==> src/hw/rtl/omb_pkg.sv <==
// ----------------------------------------------------------------------------
// Omni base package
// Shared widths, register indexes, pipeline control type and the wheel
// rounding and saturation function.
// ----------------------------------------------------------------------------
package omb_pkg;

    // Field widths.
    localparam int CMD_W   = 16;
    localparam int STEP_W  = 15;
    localparam int GAIN_W  = 16;
    localparam int WHEEL_W = 18;
    localparam int PROD_W  = CMD_W + GAIN_W + 1;
    localparam int SUM_W   = PROD_W + 2;
    localparam int CFG_AW  = 3;

    // Configuration register indexes.
    localparam logic [CFG_AW-1:0] REG_STEP_X = 3'd0;
    localparam logic [CFG_AW-1:0] REG_STEP_Y = 3'd1;
    localparam logic [CFG_AW-1:0] REG_GAIN_X = 3'd2;
    localparam logic [CFG_AW-1:0] REG_GAIN_Y = 3'd3;
    localparam logic [CFG_AW-1:0] REG_GAIN_W = 3'd4;

    // Reset values of the configuration registers.
    localparam logic [STEP_W-1:0] STEP_X_RST = 15'd41;
    localparam logic [STEP_W-1:0] STEP_Y_RST = 15'd41;
    localparam logic [GAIN_W-1:0] GAIN_X_RST = 16'd14189;
    localparam logic [GAIN_W-1:0] GAIN_Y_RST = 16'd8192;
    localparam logic [GAIN_W-1:0] GAIN_W_RST = 16'd8192;

    // Stage advance strobes for the product and result stages.
    typedef struct packed {
        logic adv_prod;
        logic adv_out;
    } pipe_ctl_t;

    // Round a Q.26 wheel sum to Q.12 (half up, floor shift), then clamp.
    function automatic logic signed [WHEEL_W-1:0] wheel_finish(
        input logic signed [SUM_W-1:0] sum
    );
        logic signed [SUM_W:0]  biased;
        logic signed [SUM_W-14:0] shifted;
        logic signed [WHEEL_W-1:0] res;
        biased  = {sum[SUM_W-1], sum} + (SUM_W+1)'(8192);
        shifted = biased[SUM_W:14];
        if (shifted > (SUM_W-13)'(131071)) begin
            res = 18'sh1FFFF;
        end else if (shifted < -(SUM_W-13)'(131072)) begin
            res = 18'sh20000;
        end else begin
            res = shifted[WHEEL_W-1:0];
        end
        return res;
    endfunction

endpackage

==> src/hw/rtl/omb_slew.sv <==
// ----------------------------------------------------------------------------
// Omni base slew stage
// Limits the X and Y commands against the values last used and registers
// the limited values, which also serve as the slew state.
// ----------------------------------------------------------------------------
module omb_slew
    import omb_pkg::*;
(
    input  logic                     aclk,
    input  logic                     aresetn,
    input  logic                     load,
    input  logic signed [CMD_W-1:0]  cmd_vx,
    input  logic signed [CMD_W-1:0]  cmd_vy,
    input  logic signed [CMD_W-1:0]  cmd_w,
    input  logic        [STEP_W-1:0] step_x,
    input  logic        [STEP_W-1:0] step_y,
    output logic signed [CMD_W-1:0]  vx_reg,
    output logic signed [CMD_W-1:0]  vy_reg,
    output logic signed [CMD_W-1:0]  w_reg
);

    logic signed [CMD_W-1:0] vx_next;
    logic signed [CMD_W-1:0] vy_next;

    // One step toward the command, never past it.
    function automatic logic signed [CMD_W-1:0] slew(
        input logic signed [CMD_W-1:0]  prev,
        input logic signed [CMD_W-1:0]  cmd,
        input logic        [STEP_W-1:0] step
    );
        logic signed [CMD_W+1:0] diff;
        logic signed [CMD_W+1:0] stp;
        logic signed [CMD_W+1:0] res;
        diff = (CMD_W+2)'(cmd) - (CMD_W+2)'(prev);
        stp  = $signed({3'b000, step});
        if (diff > stp) begin
            res = (CMD_W+2)'(prev) + stp;
        end else if (diff < -stp) begin
            res = (CMD_W+2)'(prev) - stp;
        end else begin
            res = (CMD_W+2)'(cmd);
        end
        return res[CMD_W-1:0];
    endfunction

    assign vx_next = slew(vx_reg, cmd_vx, step_x);
    assign vy_next = slew(vy_reg, cmd_vy, step_y);

    // Limited values hold the slew state and are cleared by reset.
    always_ff @(posedge aclk) begin
        if (!aresetn) begin
            vx_reg <= '0;
            vy_reg <= '0;
        end else if (load) begin
            vx_reg <= vx_next;
            vy_reg <= vy_next;
        end
    end

    // The rotation command passes through unlimited.
    always_ff @(posedge aclk) begin
        if (load) begin
            w_reg <= cmd_w;
        end
    end

endmodule

==> config.mk <==
export PLATFORM = sky130hd
export DESIGN_NAME = omb_slew
export DESIGN_NICKNAME = d
export VERILOG_FILES = /design/src/hw/rtl/omb_pkg.sv /design/src/hw/rtl/omb_slew.sv
export SDC_FILE = /design/constraint.sdc
export NUM_CORES = 1
export LEC_CHECK = 0
export ABC_AREA = 1
export BUFFER_PORTS_ARGS = -buffer_cell sky130_fd_sc_hd__buf_4
export CAP_MARGIN = 20
export CORE_MARGIN = 10
export CORE_UTILIZATION = 40
export DETAILED_ROUTE_END_ITERATION = 10
export GPL_TIMING_DRIVEN = 0
export SYNTH_ARGS = -nofsm -noshare
export SYNTH_HDL_FRONTEND = slang
export SYNTH_SLANG_ARGS = --single-unit
export TNS_END_PERCENT = 50
==> constraint.sdc <==
create_clock -name aclk -period 3.95 [get_ports aclk]
set_input_delay 0.1975 -clock aclk [delete_from_list [all_inputs] [get_ports aclk]]
set_output_delay 0.1975 -clock aclk [all_outputs]
set_load 0.02 [all_outputs]
==> reports/qor.yml, run 1 <==
cts.path.max_buffers: 2
place_hpwl_mm: 26.8
drt-initial-drc-count: 810
nets: 1873
hold_end: "w_reg[8]$_DFFE_PP_"
antenna_found_initial: 0
final_common_cell: "nand2_1"
synth_cell_type_count: 48
yosysSeqAreaShare: 0.120
ir_worst_vdd_mv: 0.266
die_area_sq_um: 30000
fmax_ghz: 0.267
finalHoldViolCount: 0
fin_area_sq_um: 11100
clkSlewWorstSetupHoldPaths_ps: 70
tightest_slew_ps: 618
async_flop_share: 0
yosysWarnings: 0
reg2reg_depth: 24
setup_ws_ps: 199
synthesis.nets: 1731
rsz0062_at_grt: "yes"
critPathArrivalTime_ps: 3970
p_comb_frac: 0.804
drtAntennaViolNets: 0
fin_crit_sh: 0.950
clock_sinks: 48
avgViaCountPerCell: 5.05
hold_depth: 1
drt-total-wl_mm: 31.4
maxSlewHeadroom: 0.585
grt_pass1_wl_mm: 49.4
sequential_cell_area_sq_um: 1150
p_leak_nw: 6.05
clock_skew_ps: 3.29
layout_common_cells: "nand2_1, inv_1, ha_1"
cts_tree: "built"
seqPwrFrac: 0.127
p_per_area_nw_per_um2: 545
worstPathRequired_ps: 4160
drive_above_1_share: 0.163
post_drt_wl_per_cell_microns: 16.1
tns_ps: 0
switching_share: 0.558
pre_cts_ws_ps: -163
endpoint_kind: "register"
rows: 55
clkPwrFrac: 0.070
pin_count: 129
design.core.area_sq_um: 22800
synth_top_area_cell: "ha_1"
drcViolationCount: 0
finalSetupViolations: 0
gp_congestion: 0.932
grt_pass1_vias: 9185
r2r_setup_slack_ps: 200
dpl-instance-area_sq_um: 10700
layout_min_cycle_time_ps: 3750
critPathKind: "reg2reg"
port_buffers: 128
worstHoldPathType: "in2reg"
multi_input_area_sq_um: 7220
vias: 9871
hold_buffers: 0
clk_latency_ps: 290
grt_use_total: 0.200
synth_area_per_cell_sq_um: 6.26
critPathLaunchType: "register"
die_w_microns: 173
diodes: 0
p_switching_w: 0.00338
finalMaxSlewViolations: 0
cts_root_buf: "clkbuf_16"
h-tree-depth: 2
initial_core_util: 0.410
cap_violations: 0
syn_inst: 1498
synthesis.area_sq_um: 9370
cp_max_fo: 6
synth_edf_count: 16
cts_buffers: 5
ys_ff_latch: 48
die_height_microns: 173
grt_start_max_net_pins: 21
reg2reg_from: "vx_reg[0]$_SDFFE_PN0P_"
hold_start: "cmd_w[8]"
grt_remaining_overflow: 0
final_core_util: 0.487
netlist.area_leader.share: 0.195
r2r-end: "vx_reg[1]$_SDFFE_PN0P_"
area_growth_pct: 18.8
hold_slack_ps: 79.3
fill_cells: 2453
intPower_w: 0.00268
drtPass1Iterations: 5
status: "finished clean"
synth_flop_cell: "dfxtp_1"
synthTopCellsByArea: "ha_1, nand2_1, inv_1"
-- synth_stat cells (3+ instances only) --
| cell type | instances |
|---|---|
| nor3_1 | 21 |
| inv_2 | 5 |
| o21bai_1 | 3 |
| buf_2 | 5 |
| o21ai_2 | 11 |
| a211oi_1 | 3 |
| nand2_1 | 379 |
| nor2_2 | 7 |
| edfxtp_1 | 16 |
| clkbuf_1 | 16 |
| a221oi_1 | 3 |
| inv_1 | 257 |
| o21ai_1 | 15 |
| xnor2_1 | 13 |
| a21oi_1 | 108 |
| fa_1 | 6 |
| nand2_2 | 13 |
| o21ai_0 | 69 |
| o211ai_1 | 4 |
| xor2_1 | 77 |
| ha_1 | 146 |
| a31oi_1 | 3 |
| a21oi_2 | 14 |
| nand3_1 | 106 |
| dfxtp_1 | 32 |
| buf_6 | 4 |
| o2111ai_1 | 3 |
| nand3_2 | 13 |
| nor2_1 | 97 |
| nand4_1 | 14 |
| a21boi_0 | 5 |
| o31ai_1 | 5 |
-- layout make-up --
class,instances,area share
tap,313,0.0352
clock buffer,6,0.0116
multi-input combinational,1157,0.648
clock inverter,2,0.00112
sequential,48,0.103
inverter,262,0.0884
timing repair buffer,135,0.0922
buffer,31,0.0201
-- worst max-delay path by stage --
stage	to	slack [ps]	cells after the start	startpoint
final	vx_reg[1]$_SDFFE_PN0P_	200	24	vx_reg[0]$_SDFFE_PN0P_
after global routing	vx_reg[1]$_SDFFE_PN0P_	-8	26	vx_reg[2]$_SDFFE_PN0P_
after CTS	vx_reg[0]$_SDFFE_PN0P_	1	22	vx_reg[0]$_SDFFE_PN0P_
after detailed placement	vx_reg[0]$_SDFFE_PN0P_	-160	22	vx_reg[0]$_SDFFE_PN0P_
after global placement	vx_reg[0]$_SDFFE_PN0P_	-220	21	vx_reg[6]$_SDFFE_PN0P_
after floorplan	vx_reg[0]$_SDFFE_PN0P_	700	22	vx_reg[0]$_SDFFE_PN0P_
-- cells by family after synthesis --
kind of cell	share of synthesized area
XOR/XNOR	0.0841
buffers and inverters	0.127
flip-flops	0.120
AO/OA/AOI/OAI	0.153
AND/OR/NAND/NOR	0.309
adder cells (fa/ha/maj)	0.208
-- critical path, cell delays in order (launching register included) --
cell and delay [ps]:
dfxtp_1 350, ha_1 230, fa_2 360, inv_1 70, nand2_1 50, nand2_1 80, nand3_1 100, nand2_2 150
nand3_1 90, nand3_1 110, a31oi_1 120, xor2_1 200, ha_1 370, nand4_1 170, nor4_2 250, nand3_1 160
nor2_1 150, nand2_1 120, nand2_1 130, a21oi_4 80, nand2_1 90, nand2_1 50, inv_1 60, nand2_1 50
a21oi_1 110
-- through the flow --
stage / instances / total power (W)
6_report: 1954 / 0.00607
3_3_place_gp: 1939 / 0.00526
3_5_place_dp: 1939 / 0.00531
2_1_floorplan: 1498 / 0.00405
4_1_cts: 1947 / 0.00577
5_1_grt: 1954 / 0.00673
-- routing by layer --
metal	global-route usage	part of all wire
met4	0.0241	0.0076
met3	0.0355	0.071
met2	0.309	0.43
met1	0.288	0.49
met5	0	0
-- power groups by stage --
stage / Combinational, W / Clock, W / Sequential [W]
final: 0.00487 / 0.000422 / 0.000769
after global routing: 0.00548 / 0.000460 / 0.000789
after CTS: 0.00458 / 0.000434 / 0.000763
after detailed placement: 0.00454 / 0 / 0.000773
after global placement: 0.00449 / 0 / 0.000775
after floorplan: 0.00322 / 0 / 0.000829
-- repair_timing --
item | 4_1_cts | 5_1_grt
setup endpoints to repair | 17 | 32
setup buffers | 0 | 7
gates resized for setup | 4 | 57
pin swaps | 0 | 11
(Power assumes the default switching activity.)
==> run 2, diff against run 1 <==
--- a/config.mk
+++ b/config.mk
@@ -9,7 +9,7 @@
 export BUFFER_PORTS_ARGS = -buffer_cell sky130_fd_sc_hd__buf_4
 export CAP_MARGIN = 20
 export CORE_MARGIN = 10
-export CORE_UTILIZATION = 40
+export CORE_UTILIZATION = 45
 export DETAILED_ROUTE_END_ITERATION = 10
 export GPL_TIMING_DRIVEN = 0
 export SYNTH_ARGS = -nofsm -noshare
==> run 2 against run 1 <==
Net effect: via count hardly changed; count of clock-buffer cells in the layout stayed put; clock skew is 5.4 ps higher; clock power is 19% higher; critical path depth is 3 lower; register-to-register slack worse by 70 ps; critical path type unchanged; largest power group unchanged; highest routed layer unchanged.
==> reports/qor.yml, run 2 (synthesized netlist as in run 1, its figures left out) <==
p_comb_frac: 0.796  # was 0.804
cp_max_fo: 10  # was 6
area_growth_pct: 19.8  # was 18.8%
seqPwrFrac: 0.124  # was 0.127
avgViaCountPerCell: 5.16  # was 5.05
cap_violations: 0  # unchanged
finalMaxSlewViolations: 0  # unchanged
gp_congestion: 0.920  # was 0.932
tightest_slew_ps: 828  # was 618 ps
die_height_microns: 164  # was 173 microns
grt_use_total: 0.227  # was 0.200
h-tree-depth: 2  # unchanged
clock_skew_ps: 8.68  # was 3.29 ps
vias: 9870  # was 9,871
clkSlewWorstSetupHoldPaths_ps: 70  # about the same
top_layer_used: "met4"  # unchanged
final_core_util: 0.551  # was 0.487
pin_count: 129  # unchanged
clk_latency_ps: 290  # about the same
grt_pass1_wl_mm: 49.2  # was 49.4 mm
grt_remaining_overflow: 0  # unchanged
m1WireLength_mm: 16.7  # was 15.5 mm
die_area_sq_um: 27000  # was 30,000 sq um
initial_core_util: 0.460  # was 0.410
cp_slowest_cell: "nor4_2"  # was ha_1
intPower_w: 0.00282  # was 0.00268 W
antenna_found_initial: 0  # unchanged
final_common_cell: "nand2_1"  # unchanged
diodes: 0  # unchanged
drtAntennaViolNets: 0  # unchanged
die_w_microns: 164  # was 173 microns
drive_above_1_share: 0.177  # was 0.163
slowest_delay_ps: 380  # was 370 ps
maxSlewHeadroom: 0.444  # was 0.585
cpLargestDelayFamily: "simple AND/OR/NAND/NOR gates"  # unchanged
fmax_ghz: 0.262  # was 0.267 GHz
fin_crit_sh: 0.967  # was 0.950
p_leak_nw: 6.09  # was 6.05 nW
drtPass1Iterations: 5  # unchanged
clkPwrFrac: 0.081  # was 0.070
drcViolationCount: 0  # unchanged
grt_pass1_vias: 9219  # was 9,185
drt-total-wl_mm: 31.6  # was 31.4 mm
place_hpwl_mm: 27.3  # was 26.8 mm
layout_common_cells: "nand2_1, inv_1, ha_1"  # unchanged
drt-initial-drc-count: 753  # was 810
ir_worst_vdd_mv: 0.236  # was 0.266 mV
critPathLaunchType: "register"  # unchanged
nets: 1876  # was 1,873
rows: 52  # was 55
crit_chain: "ha_2 -> fa_2 -> inv_1 -> nand2_1 -> nand2_1 -> nand3_1 -> nand2_2 -> nand3_2 -> nand3_2 -> a31oi_1 -> xor2_1 -> ha_1 -> nand4_1 -> nor4_2 -> nand3_1 -> nor2_2 -> nand2_2 -> nand3_4 -> buf_8 -> nand3_1 -> a21oi_1"  # was ha_1 -> fa_2 -> inv_1 -> nand2_1 -> nand2_1 -> nand3_1 -> nand2_2 -> nand3_1 -> nand3_1 -> a31oi_1 -> xor2_1 -> ha_1 -> nand4_1 -> nor4_2 -> nand3_1 -> nor2_1 -> nand2_1 -> nand2_1 -> a21oi_4 -> nand2_1 -> nand2_1 -> inv_1 -> nand2_1 -> a21oi_1
cts_tree: "built"  # unchanged
critPathKind: "reg2reg"  # unchanged
port_buffers: 128  # unchanged
finalHoldViolCount: 0  # unchanged
post_drt_wl_per_cell_microns: 16.5  # was 16.1 microns
crit_top_cell: "nand3_1"  # was nand2_1
worstHoldPathType: "in2reg"  # unchanged
multi_input_area_sq_um: 7290  # was 7220 sq um
wl_met3_mm: 1.96  # was 2.23 mm
layout_min_cycle_time_ps: 3820  # was 3750 ps
worstPathRequired_ps: 4160  # about the same
design.core.area_sq_um: 20400  # was 22,800 sq um
critPathArrivalTime_ps: 4020  # was 3970 ps
hold_slack_ps: 79.2  # was 79.3 ps
sequential_cell_area_sq_um: 1150  # unchanged
grt_start_max_net_pins: 21  # unchanged
p_switching_w: 0.00343  # was 0.00338 W
finalSetupViolations: 0  # unchanged
p_per_area_nw_per_um2: 557  # was 545 nW/um^2
cts.path.max_buffers: 2  # unchanged
status: "finished clean"  # unchanged
dr_wl_met2_mm: 12.8  # was 13.4 mm
clock_sinks: 48  # unchanged
switching_share: 0.549  # was 0.558
cts_root_buf: "clkbuf_16"  # unchanged
fill_cells: 2165  # was 2,453
endpoint_kind: "register"  # unchanged
worst-path-buf-inv: 2  # unchanged
cts_buffers: 5  # unchanged
## run 2: area by class of cell
cell class	count	share of cell area
buffer	31	0.0203
clock buffer	6	0.0124
clock inverter	2	0.00345
inverter	262	0.0876
multi-input combinational	1157	0.650
sequential	48	0.102
tap	270	0.0301
timing repair buffer	138	0.0945
## run 2: final timing paths
kind / startpoint / endpoint / slack, ps / cells past startpoint
min reg2reg: vx_reg[0]$_SDFFE_PN0P_ / vx_reg[0]$_SDFFE_PN0P_ / 510 / 2
min: cmd_w[5] / w_reg[5]$_DFFE_PP_ / 80 / 1
max reg2reg: vx_reg[0]$_SDFFE_PN0P_ / vx_reg[4]$_SDFFE_PN0P_ / 130 / 21
max: vx_reg[0]$_SDFFE_PN0P_ / vx_reg[4]$_SDFFE_PN0P_ / 130 / 21
## run 2: power groups by stage
stage / clock network [W] / registers [W] / logic [W]
final: 0.000504 / 0.000775 / 0.00498
after floorplan: 0 / 0.000829 / 0.00322
after detailed placement: 0 / 0.000775 / 0.00455
after global placement: 0 / 0.000776 / 0.00451
after CTS: 0.000515 / 0.000765 / 0.00461
after global routing: 0.000530 / 0.000794 / 0.00556
## run 2: timing repair
action,CTS,global route
hold buffers,0,0
buffers inserted,0,10
setup endpoints to repair,32,32
cloned,0,0
pin swaps,1,19
resized for setup,10,65
## run 2: stage by stage
| step | std cells | setup WS [ps] | total power [W] | cell area [sq um] | TNS [ps] |
|---|---|---|---|---|---|
| 3_3_place_gp | 1896 | -334 | 0.00528 | 10700 | -3990 |
| 4_1_cts | 1904 | 1.88 | 0.00589 | 10900 | 0 |
| 3_5_place_dp | 1896 | -345 | 0.00533 | 10700 | -4650 |
| 5_1_grt | 1914 | -13.5 | 0.00689 | 11200 | -31.3 |
| 6_report | 1914 | 132 | 0.00626 | 11200 | 0 |
| 2_1_floorplan | 1498 | 696 | 0.00405 | 9370 | 0 |
## run 2: worst reg2reg max path, stage by stage, from the launching register on
cell     delay, ps
dfxtp_2        350
ha_2           190
fa_2           350
inv_1           60
nand2_1         40
nand2_1         80
nand3_1        100
nand2_2        150
nand3_2         90
nand3_2         90
a31oi_1        100
xor2_1         190
ha_1           340
nand4_1        190
nor4_2         380
nand3_1        180
nor2_2         170
nand2_2        100
nand3_4        110
buf_8          160
nand3_1        110
a21oi_1        200
## run 2: metal layers
layer	global-route usage	vias up
met5	0	-
met4	0.0167	0
met3	0.0340	12
met2	0.335	258
met1	0.348	4474
li1	-	5126
==> run 3, diff against run 2 <==
--- a/config.mk
+++ b/config.mk
@@ -12,6 +12,7 @@
 export CORE_UTILIZATION = 45
 export DETAILED_ROUTE_END_ITERATION = 10
 export GPL_TIMING_DRIVEN = 0
+export RECOVER_POWER = 100
 export SYNTH_ARGS = -nofsm -noshare
 export SYNTH_HDL_FRONTEND = slang
 export SYNTH_SLANG_ARGS = --single-unit
==> run 3 against run 2 <==
Net effect: design area shrank 1.0%; global-route usage is the same; critical path depth grew 1; first-iteration DRC count shrank 11%; routed wire length shrank 0.13%; die area is the same; total power shrank 0.77%; sequential share of layout area grew 0.10 points; final cell count is the same; largest cell class unchanged.
==> reports/qor.yml, run 3 (synthesized netlist as in run 1, its figures left out) <==
status: "finished clean"  # unchanged
die_area_sq_um: 27000  # unchanged
critPathLaunchType: "register"  # unchanged
hold_buffers: 0  # unchanged
rows: 52  # unchanged
nets: 1876  # unchanged
drtAntennaViolNets: 0  # unchanged
pin_count: 129  # unchanged
fmax_ghz: 0.264  # was 0.262 GHz
p_per_area_nw_per_um2: 559  # was 557 nW/um^2
crit_chain: "ha_2 -> fa_2 -> inv_1 -> nand2_1 -> nand2_1 -> nand3_1 -> nand2_2 -> nand3_2 -> nand3_2 -> a31oi_1 -> xor2_1 -> ha_1 -> nand4_1 -> nor4_2 -> nand3_1 -> nor2_2 -> nand2_2 -> nand3_4 -> buf_8 -> o21ai_0 -> inv_1 -> a21oi_2"  # was ha_2 -> fa_2 -> inv_1 -> nand2_1 -> nand2_1 -> nand3_1 -> nand2_2 -> nand3_2 -> nand3_2 -> a31oi_1 -> xor2_1 -> ha_1 -> nand4_1 -> nor4_2 -> nand3_1 -> nor2_2 -> nand2_2 -> nand3_4 -> buf_8 -> nand3_1 -> a21oi_1
diodes: 0  # unchanged
cp_slowest_cell: "nor4_2"  # unchanged
layout_min_cycle_time_ps: 3790  # was 3820 ps
die_w_microns: 164  # unchanged
layout_common_cells: "nand2_1, inv_1, ha_1"  # unchanged
critPathArrivalTime_ps: 3960  # was 4020 ps
fin_area_sq_um: 11100  # was 11,200 sq um
maxSlewHeadroom: 0.335  # was 0.444
vias: 9908  # was 9,870
drive_above_1_share: 0.159  # was 0.177
ir_worst_vdd_mv: 0.227  # was 0.236 mV
initial_core_util: 0.460  # unchanged
power.total_w: 0.00621  # was 0.00626 W
setup_ws_ps: 162  # was 132 ps
drt-total-wl_mm: 31.6  # about the same
cts_root_buf: "clkbuf_16"  # unchanged
cpLargestDelayFamily: "simple AND/OR/NAND/NOR gates"  # unchanged
critPathKind: "reg2reg"  # unchanged
cts_tree: "built"  # unchanged
gp_congestion: 0.920  # unchanged
layout.cells.non_filler: 1914  # unchanged
finalSetupViolations: 0  # unchanged
antenna_found_initial: 0  # unchanged
drtPass1Iterations: 5  # unchanged
grt_remaining_overflow: 0  # unchanged
grt_start_max_net_pins: 21  # unchanged
endpoint_kind: "register"  # unchanged
dp.cells: 1896  # unchanged
grt_pass1_wl_mm: 49.2  # unchanged
cts.path.max_buffers: 2  # unchanged
final_common_cell: "nand2_1"  # unchanged
grt_use_total: 0.227  # unchanged
worstHoldPathType: "in2reg"  # unchanged
final_core_util: 0.546  # was 0.551
fin_crit_sh: 0.959  # was 0.967
tightest_slew_ps: 998  # was 828 ps
drt-initial-drc-count: 667  # was 753
fill_cells: 2202  # was 2,165
clock_sinks: 48  # unchanged
drcViolationCount: 0  # unchanged
area_growth_pct: 18.6  # was 19.8%
worst-path-buf-inv: 3  # was 2
finalHoldViolCount: 0  # unchanged
clk_latency_ps: 290  # about the same
p_leak_nw: 5.97  # was 6.09 nW
pre_cts_ws_ps: -345  # unchanged
cap_violations: 0  # unchanged
worstPathRequired_ps: 4120  # was 4160 ps
h-tree-depth: 2  # unchanged
die_height_microns: 164  # unchanged
dpl-instance-area_sq_um: 10700  # unchanged
cp_max_fo: 10  # unchanged
slowest_delay_ps: 360  # was 380 ps
grt_pass1_vias: 9219  # unchanged
port_buffers: 128  # unchanged
clock_skew_ps: 9.40  # was 8.68 ps
avgViaCountPerCell: 5.18  # was 5.16
finalMaxSlewViolations: 0  # unchanged
post_drt_wl_per_cell_microns: 16.5  # about the same
design.core.area_sq_um: 20400  # unchanged
clkSlewWorstSetupHoldPaths_ps: 70  # about the same
cts_buffers: 5  # unchanged
place_hpwl_mm: 27.3  # unchanged
==> run 3: stage by stage <==
stage	hold slack [ps]	TNS (ps)
floorplan	296	0
global placement	376	-3990
detailed placement	377	-4650
CTS	71.3	0
global route	86.7	-32.0
finish	99.3	0
==> run 3: power breakdown <==
group / switching [W] / leakage, nW / internal, W
Clock: 0.000187 / 0.0871 / 0.000317
Sequential: 0.000153 / 0.428 / 0.000621
Combinational: 0.00308 / 5.46 / 0.00185
==> run 3: layout make-up <==
type,instances,area (sq um),area share
Clock buffer,6,139,0.0125
Multi-Input combinational cell,1157,7290,0.656
Tap cell,270,338,0.0304
Sequential cell,48,1150,0.103
Buffer,31,228,0.0205
Timing Repair Buffer,138,948,0.0853
Clock inverter,2,38.8,0.00349
Inverter,262,983,0.0885
==> run 3: metal layers <==
metal | part of all wire | wire length [microns] | global-route usage | vias to the layer above
met1 | 0.52 | 16400 | 0.348 | 4486
met3 | 0.069 | 2190 | 0.0340 | 12
met5 | 0 | 0 | 0 | -
met2 | 0.41 | 12800 | 0.335 | 282
met4 | 0.0045 | 141 | 0.0167 | 0
li1 | - | - | - | 5128
==> run 3: final timing paths <==
check,slack [ps],from,cells past startpoint,endpoint
worst max-delay path,160,vx_reg[0]$_SDFFE_PN0P_,22,vx_reg[8]$_SDFFE_PN0P_
worst min-delay path,100,cmd_w[5],1,w_reg[5]$_DFFE_PP_
worst max register to register,160,vx_reg[0]$_SDFFE_PN0P_,22,vx_reg[8]$_SDFFE_PN0P_
worst min register to register,510,vx_reg[0]$_SDFFE_PN0P_,2,vx_reg[0]$_SDFFE_PN0P_
==> run 3: timing repair <==
| action | in CTS | in global routing |
|---|---|---|
| pin swaps | 1 | 19 |
| buffers inserted | 0 | 10 |
| setup endpoints to repair | 32 | 32 |
| gates resized for setup | 10 | 65 |
==> run 3: worst register-to-register path, cell delays in order, from the launching register on <==
cell     delay, ps
dfxtp_2        350
ha_2           190
fa_2           350
inv_1           60
nand2_1         40
nand2_1         80
nand3_1        100
nand2_2        150
nand3_2         90
nand3_2         90
a31oi_1        100
xor2_1         190
ha_1           340
nand4_1        180
nor4_2         360
nand3_1        190
nor2_2         170
nand2_2        100
nand3_4        110
buf_8          160
o21ai_0        100
inv_1          110
a21oi_2         50
